`src/hdl/selective_repeat_receive_window_top_macros.svh`:
```
// Assertion macros shared by the receive window RTL.
`ifndef SELECTIVE_REPEAT_RECEIVE_WINDOW_TOP_MACROS_SVH
`define SELECTIVE_REPEAT_RECEIVE_WINDOW_TOP_MACROS_SVH

// Same-cycle implication, checked outside reset.
`define SRRW_ASSERT_NOW(label, clk, rst_n, ante, cons, msg) \
    label: assert property (@(posedge clk) disable iff (!rst_n) (ante) |-> (cons)) \
        else $error(msg);

// Next-cycle implication, checked outside reset.
`define SRRW_ASSERT_NEXT(label, clk, rst_n, ante, cons, msg) \
    label: assert property (@(posedge clk) disable iff (!rst_n) (ante) |=> (cons)) \
        else $error(msg);

`endif

```
`src/hdl/srrw_pkg.sv`:
```
// Shared types and constants of the selective-repeat receive window.
package srrw_pkg;

    localparam int WINDOW_DEF = 16;
    localparam int SEQ_W      = 32;
    localparam int HELD_W     = 16;

    typedef enum logic {
        ALU_SUB,
        ALU_INC
    } t_alu_op;

    localparam logic KIND_SACK   = 1'b0;
    localparam logic KIND_FINACK = 1'b1;

endpackage

```
`src/hdl/selective_repeat_receive_window_top.sv`:
```
// Selective-repeat receive window: one segment header in, at most one SACK or FIN-ACK out.
// Each accepted item is captured and then evaluated against the window. For a newly held
// frame, the window next slides over the contiguous held frames at its start (0 to WINDOW),
// one step per frame, until it finds the end of that run. The reply is then handed to the
// output register. A single 32-bit add/subtract unit is reused for the window compare, the FIN
// sequence increment and each step of the cumulative ack; the hand-over waits while an earlier
// reply still sits unread. Corrupt segments and segments after FIN are taken with no reply, and
// a segment beyond the window is dropped after its evaluation, also with no reply. The output
// register lets the next item be accepted while a reply still waits.
// Writing first_seq starts a new session; write it only while the block is idle.
`include "selective_repeat_receive_window_top_macros.svh"

module selective_repeat_receive_window_top #(
    parameter int WINDOW = srrw_pkg::WINDOW_DEF
) (
    input  logic        i_clk,
    input  logic        i_rst_n,
    input  logic        i_cfg_we,
    input  logic [31:0] i_cfg_wdata,     // first_seq
    input  logic        i_s_tvalid,
    output logic        o_s_tready,
    input  logic [31:0] i_s_tdata,       // [31:0] seq_num
    input  logic [1:0]  i_s_tuser,       // [0] is_fin, [1] checksum_ok
    output logic        o_m_tvalid,
    input  logic        i_m_tready,
    output logic [47:0] o_m_tdata,       // [31:0] ack_value, [47:32] held_marks
    output logic        o_m_tuser        // [0] reply_kind
);

    localparam int PW = (WINDOW > 1) ? $clog2(WINDOW) : 1;
    localparam int SW = srrw_pkg::SEQ_W;

    localparam logic [1:0] ST_IDLE = 2'd0;
    localparam logic [1:0] ST_EVAL = 2'd1;
    localparam logic [1:0] ST_ADV  = 2'd2;
    localparam logic [1:0] ST_EMIT = 2'd3;

    logic [1:0]                r_state,    n_state;
    logic [SW-1:0]             r_last,     n_last;
    logic [WINDOW-1:0]         r_marks,    n_marks;
    logic                      r_finished, n_finished;
    logic [SW-1:0]             r_seq,      n_seq;
    logic                      r_fin,      n_fin;
    logic [SW-1:0]             r_fin_ack,  n_fin_ack;
    logic                      r_o_valid,  n_o_valid;
    logic                      r_o_kind,   n_o_kind;
    logic [SW-1:0]             r_o_ack,    n_o_ack;
    logic [srrw_pkg::HELD_W-1:0] r_o_held, n_o_held;

    srrw_pkg::t_alu_op w_op;
    logic [SW-1:0]     w_a;
    logic [SW-1:0]     w_sum;
    logic              w_carry;
    logic [PW-1:0]     w_pos;

    always_comb begin
        if (r_state == ST_EVAL && !r_fin) begin
            w_op = srrw_pkg::ALU_SUB;
            w_a  = r_seq;
        end else if (r_state == ST_EVAL) begin
            w_op = srrw_pkg::ALU_INC;
            w_a  = r_seq;
        end else begin
            w_op = srrw_pkg::ALU_INC;
            w_a  = r_last;
        end
    end

    srrw_addsub u_alu (
        .i_a     (w_a),
        .i_b     (r_last),
        .i_op    (w_op),
        .o_sum   (w_sum),
        .o_carry (w_carry)
    );

    // Offset of the frame in the window: distance minus one, known to be below WINDOW.
    assign w_pos = PW'(w_sum[PW:0] - (PW+1)'(1));

    always_comb begin
        n_state    = r_state;
        n_last     = r_last;
        n_marks    = r_marks;
        n_finished = r_finished;
        n_seq      = r_seq;
        n_fin      = r_fin;
        n_fin_ack  = r_fin_ack;
        n_o_valid  = r_o_valid;
        n_o_kind   = r_o_kind;
        n_o_ack    = r_o_ack;
        n_o_held   = r_o_held;

        if (r_o_valid && i_m_tready) begin
            n_o_valid = 1'b0;
        end

        case (r_state)
            ST_IDLE: begin
                // Drop corrupt items and everything after FIN.
                if (i_s_tvalid && i_s_tuser[1] && !r_finished) begin
                    n_seq   = i_s_tdata;
                    n_fin   = i_s_tuser[0];
                    n_state = ST_EVAL;
                end
            end
            ST_EVAL: begin
                if (r_fin) begin
                    n_fin_ack  = w_sum;
                    n_finished = 1'b1;
                    n_state    = ST_EMIT;
                end else if (!w_carry || w_sum == '0) begin
                    n_state = ST_EMIT;
                end else if (w_sum > SW'(WINDOW)) begin
                    n_state = ST_IDLE;
                end else begin
                    n_marks = r_marks | (WINDOW'(1) << w_pos);
                    n_state = ST_ADV;
                end
            end
            ST_ADV: begin
                if (r_marks[0]) begin
                    n_marks = r_marks >> 1;
                    n_last  = w_sum;
                end else begin
                    n_state = ST_EMIT;
                end
            end
            ST_EMIT: begin
                if (!r_o_valid || i_m_tready) begin
                    n_o_valid = 1'b1;
                    n_o_kind  = r_fin ? srrw_pkg::KIND_FINACK : srrw_pkg::KIND_SACK;
                    n_o_ack   = r_fin ? r_fin_ack : r_last;
                    n_o_held  = r_fin ? '0 : srrw_pkg::HELD_W'(r_marks);
                    n_state   = ST_IDLE;
                end
            end
            default: begin
                n_state = ST_IDLE;
            end
        endcase

        // A first_seq write opens a new session.
        if (i_cfg_we) begin
            n_last     = i_cfg_wdata - 32'd1;
            n_marks    = '0;
            n_finished = 1'b0;
        end
    end

    always_ff @(posedge i_clk) begin
        if (!i_rst_n) begin
            r_state    <= ST_IDLE;
            r_last     <= '1;
            r_marks    <= '0;
            r_finished <= 1'b0;
            r_o_valid  <= 1'b0;
        end else begin
            r_state    <= n_state;
            r_last     <= n_last;
            r_marks    <= n_marks;
            r_finished <= n_finished;
            r_o_valid  <= n_o_valid;
        end
    end

    always_ff @(posedge i_clk) begin
        r_seq     <= n_seq;
        r_fin     <= n_fin;
        r_fin_ack <= n_fin_ack;
        r_o_kind  <= n_o_kind;
        r_o_ack   <= n_o_ack;
        r_o_held  <= n_o_held;
    end

    assign o_s_tready = (r_state == ST_IDLE);
    assign o_m_tvalid = r_o_valid;
    assign o_m_tdata  = {r_o_held, r_o_ack};
    assign o_m_tuser  = r_o_kind;

    `SRRW_ASSERT_NEXT(a_adv_step, i_clk, i_rst_n, (r_state == ST_ADV && r_marks[0] && !i_cfg_we), (r_last == SW'($past(r_last) + 32'd1)), "slide step did not advance the cumulative ack by one")
    `SRRW_ASSERT_NOW(a_marks_settled, i_clk, i_rst_n, (r_state == ST_IDLE || r_state == ST_EMIT), (!r_marks[0]), "frame after cumulative ack left marked outside the slide loop")
    `SRRW_ASSERT_NEXT(a_adv_exit, i_clk, i_rst_n, (r_state == ST_ADV && !r_marks[0] && !i_cfg_we), (r_state == ST_EMIT), "slide loop did not hand over to reply stage")
    `SRRW_ASSERT_NEXT(a_fin_latch, i_clk, i_rst_n, (r_state == ST_EVAL && r_fin && !i_cfg_we), (r_finished && r_state == ST_EMIT), "FIN segment did not close the session")

endmodule

```
`src/hdl/srrw_addsub.sv`:
```
// Shared 32-bit add/subtract unit: a - b with carry, or a + 1.
module srrw_addsub (
    input  logic [srrw_pkg::SEQ_W-1:0] i_a,
    input  logic [srrw_pkg::SEQ_W-1:0] i_b,
    input  srrw_pkg::t_alu_op          i_op,
    output logic [srrw_pkg::SEQ_W-1:0] o_sum,
    output logic                       o_carry
);

    logic [srrw_pkg::SEQ_W:0]   w_full;
    logic [srrw_pkg::SEQ_W-1:0] w_b;

    always_comb begin
        case (i_op)
            srrw_pkg::ALU_SUB: w_b = ~i_b;
            srrw_pkg::ALU_INC: w_b = '0;
            default:           w_b = '0;
        endcase
    end

    // Carry-in of one serves both the two's complement and the increment.
    assign w_full  = {1'b0, i_a} + {1'b0, w_b} + {{srrw_pkg::SEQ_W{1'b0}}, 1'b1};
    assign o_sum   = w_full[srrw_pkg::SEQ_W-1:0];
    assign o_carry = w_full[srrw_pkg::SEQ_W];

endmodule
```
`config.mk`:
```
export PLATFORM = sky130hd
export DESIGN_NAME = selective_repeat_receive_window_top
export DESIGN_NICKNAME = d
export VERILOG_FILES = /design/src/hdl/srrw_pkg.sv /design/src/hdl/selective_repeat_receive_window_top.sv /design/src/hdl/srrw_addsub.sv
export VERILOG_INCLUDE_DIRS = /design/src /design/src/hdl
export SDC_FILE = /design/constraint.sdc
export NUM_CORES = 1
export LEC_CHECK = 0
export BUFFER_PORTS_ARGS = -buffer_cell sky130_fd_sc_hd__buf_2
export CAP_MARGIN = 20
export CORE_ASPECT_RATIO = 1.2
export CORE_UTILIZATION = 35
export DETAILED_ROUTE_END_ITERATION = 8
export PLACE_DENSITY = 0.56
export SYNTH_ARGS = -nofsm -noshare
export SYNTH_HDL_FRONTEND = slang
export SYNTH_SLANG_ARGS = --single-unit
```
`constraint.sdc`:
```
create_clock -name i_clk -period 4.35 [get_ports i_clk]
set_input_delay 0.2175 -clock i_clk [delete_from_list [all_inputs] [get_ports i_clk]]
set_output_delay 0.2175 -clock i_clk [all_outputs]
set_load 0.01 [all_outputs]
```
==> results.yml <==
die:
  die_y_um: 186
  initial_core_util: 0.359
  rows: 66
  dieArea_sq_mm: 0.0288
  coreArea_sq_mm: 0.0274
  ios: 122
  die_x_um: 155
pwr:
  p_leak_uw: 0.00470
  ir_drop_v: 0.000253
  internal_power_uw: 3100
  p_sw_uw: 1510
  power.share.clock: 0.303
  pwr-share-seq: 0.404
  switching_share: 0.328
  power_density_mw_per_mm2: 379
  finalPower_uw: 4610
  pwr-share-comb: 0.292
yosys:
  syn_inst: 1038
  seq_area_frac_synth: 0.453
  synthesis.nets: 1143
  synthTopCellsByArea: "edfxtp_1, dfxtp_1, mux2_2, nand2_1, nor2_1"
  synth_area_sq_mm: 0.00985
  ys_seq_elements: 166
  synth_top_cell_by_area: "edfxtp_1"
  avgSynthCellArea_sq_um: 9.49
  synth_top_area_frac: 0.347
  async_flop_share: 0
  synth_cell_types: 70
  synth_most_common_cell: "nand2_1"
  yosys_warnings: 0
  synth-edff-count: 114
  synth_common_cells: "nand2_1, edfxtp_1, nor2_1"
  ys_dominant_reg_cell: "edfxtp_1"
clock_tree:
  cts_inserted_buffers: 17
  clock_latency_ps: 440
  clockBufferDepth: 2
  cts_tree: "yes"
  path_clk_slew_ps: 70
  htree_levels: 4
  root_buffer: "clkbuf_16"
  clock_sinks: 166
finish:
  antenna_cells: 0
  areaGrowthSynthToFinish_pct: 23.5
  final_nets: 1320
  stdcell_count: 1602
  drive_gt1_frac: 0.246
sta:
  finalSetupViolCount: 0
  tightest_slew_ps: 1070
  slew_viol_final: 0
  skew_ps: 16.8
  post-route-period-util: 0.957
  fin_tns_setup_ps: 0
  max_freq_ghz: 0.240
  hold_viol_final: 0
  slew_headroom: 0.288
  period_minus_slack_ps: 4160
placement:
  port_buffers: 121
  gp_routability_congestion: 0.898
  hpwl_um: 20400
  dp.cells: 1533
routing:
  ant_nets: 0
  drt_iter0_drc: 547
  routed_wirelength_um: 28200
  drc: 0
  vias_per_cell: 5.21
  wl_per_cell_um: 17.6
  num_vias: 8352
  drt-pass1-iter-count: 5
worst_setup_path:
  cp.arrival_ps: 4490
  cp-end-kind: "flop"
  worstSetupPathType: "reg -> reg"
  crit_fanout: 13
  required_ps: 4680
  reg2reg_depth: 16
  start_kind: "flop"
grt:
  antenna_found_initial: 0
  grt_pass1_vias: 7989
  overflow: 0
  grt_max_degree: 52
  grt_util_all_layers: 0.198
  grt_pass1_wl_um: 43500
flow_run:
  cap_violations: 0
hold_path:
  whs_path_depth: 3
  worstHoldPathType: "in -> reg"
status:
  status: "finished clean"
[layout make-up]
class | instances | area [sq um]
multi-input combinational | 794 | 5180
fill | 2722 | 15200
sequential | 166 | 4460
timing repair buffer | 212 | 1440
tap | 374 | 468
inverter | 24 | 90.1
clock buffer | 17 | 425
clock inverter | 15 | 106
[kinds of logic (layout without fill, tap and decap cells)]
group,count (synthesis),after routing,synth area share
and+or+nand+nor,421,421,0.204
AOI/OAI and AO/OA,221,221,0.143
DFF,166,166,0.453
muxes,83,83,0.0926
buffers and inverters,78,268,0.0315
xor gates and xnor gates,35,35,0.0311
adders and majority gates,34,34,0.0439
[registers in the layout, summed over array words and instances, names as in the netlist, named ones only]
register,flops
r_last,32
r_state,1
r_o_ack,32
o_m_tuser,1
r_fin,1
r_seq,32
o_m_tvalid,1
r_finished,1
r_fin_ack,32
r_o_held,16
r_marks,16
[critical path, stage by stage, from the launching register on]
cell and delay, ps:
dfxtp_1 340, nor2b_4 170, buf_12 150, clkbuf_16 150
mux2_2 330, ha_1 380, nand2_1 220, nor4_4 370
and3_1 200, a211oi_1 60, or4_1 540, nor4_2 210
nand4_1 210, nor4_4 330, nor2_2 90, buf_12 160
mux2i_1 110
[repair_timing]
action,4_1_cts,5_1_grt
hold buffers,33,0
pin swaps,0,5
cloned,0,1
gates resized for setup,2,17
setup endpoints to repair,18,18
buffers inserted,0,3
hold endpoints to repair,33,0
[worst paths after layout]
kind / from / end / slack (ps)
max: r_state[0] / r_marks[10] / 190
min: i_cfg_wdata[0] / r_last[0] / 140
max reg2reg: r_state[0] / r_marks[10] / 190
min reg2reg: r_marks[12] / r_marks[12] / 490
[power groups by stage]
stage                     logic, uW  registers (uW)  clock network (uW)
after floorplan                 800            1900                   0
after global placement         1260            1900                   0
after detailed placement       1260            1900                   0
after CTS                      1290            1860                1430
after global routing           1480            1870                1490
final                          1350            1860                1400
[per-stage QoR]
| step | instance area, sq um | worst slack [ps] | util | hold WS, ps |
|---|---|---|---|---|
| 3_5_place_dp | 11200 | -103 | 0.407 | 396 |
| 4_1_cts | 12000 | 10.3 | 0.439 | 125 |
| 3_3_place_gp | 11200 | 15.2 | 0.407 | 394 |
| 5_1_grt | 12200 | -5.44 | 0.444 | 145 |
| 2_1_floorplan | 9860 | 89.0 | - | 316 |
| 6_report | 12200 | 187 | 0.444 | 143 |
[routing by layer]
layer / global-route usage / routed length, um / up-vias
li1: - / - / 4171
met3: 0.0307 / 862 / 17
met2: 0.349 / 14100 / 166
met5: 0 / 0 / -
met4: 0.0570 / 289 / 0
met1: 0.249 / 13000 / 3998
[cells in the final DEF, fill, tap and decap left out, types with 21 or more instances in the layout]
| cell type | count |
|---|---|
| mux2_2 | 65 |
| buf_4 | 53 |
| a21oi_1 | 60 |
| nand3_1 | 42 |
| inv_1 | 23 |
| ha_1 | 30 |
| nand2_1 | 128 |
| nor3_1 | 22 |
| o21ai_0 | 60 |
| dlygate4sd3_1 | 33 |
| edfxtp_1 | 114 |
| buf_2 | 121 |
| nor2b_1 | 21 |
| dfxtp_1 | 52 |
| nor2_1 | 112 |
| xnor2_1 | 21 |
Power figures use the tool's default switching activity.
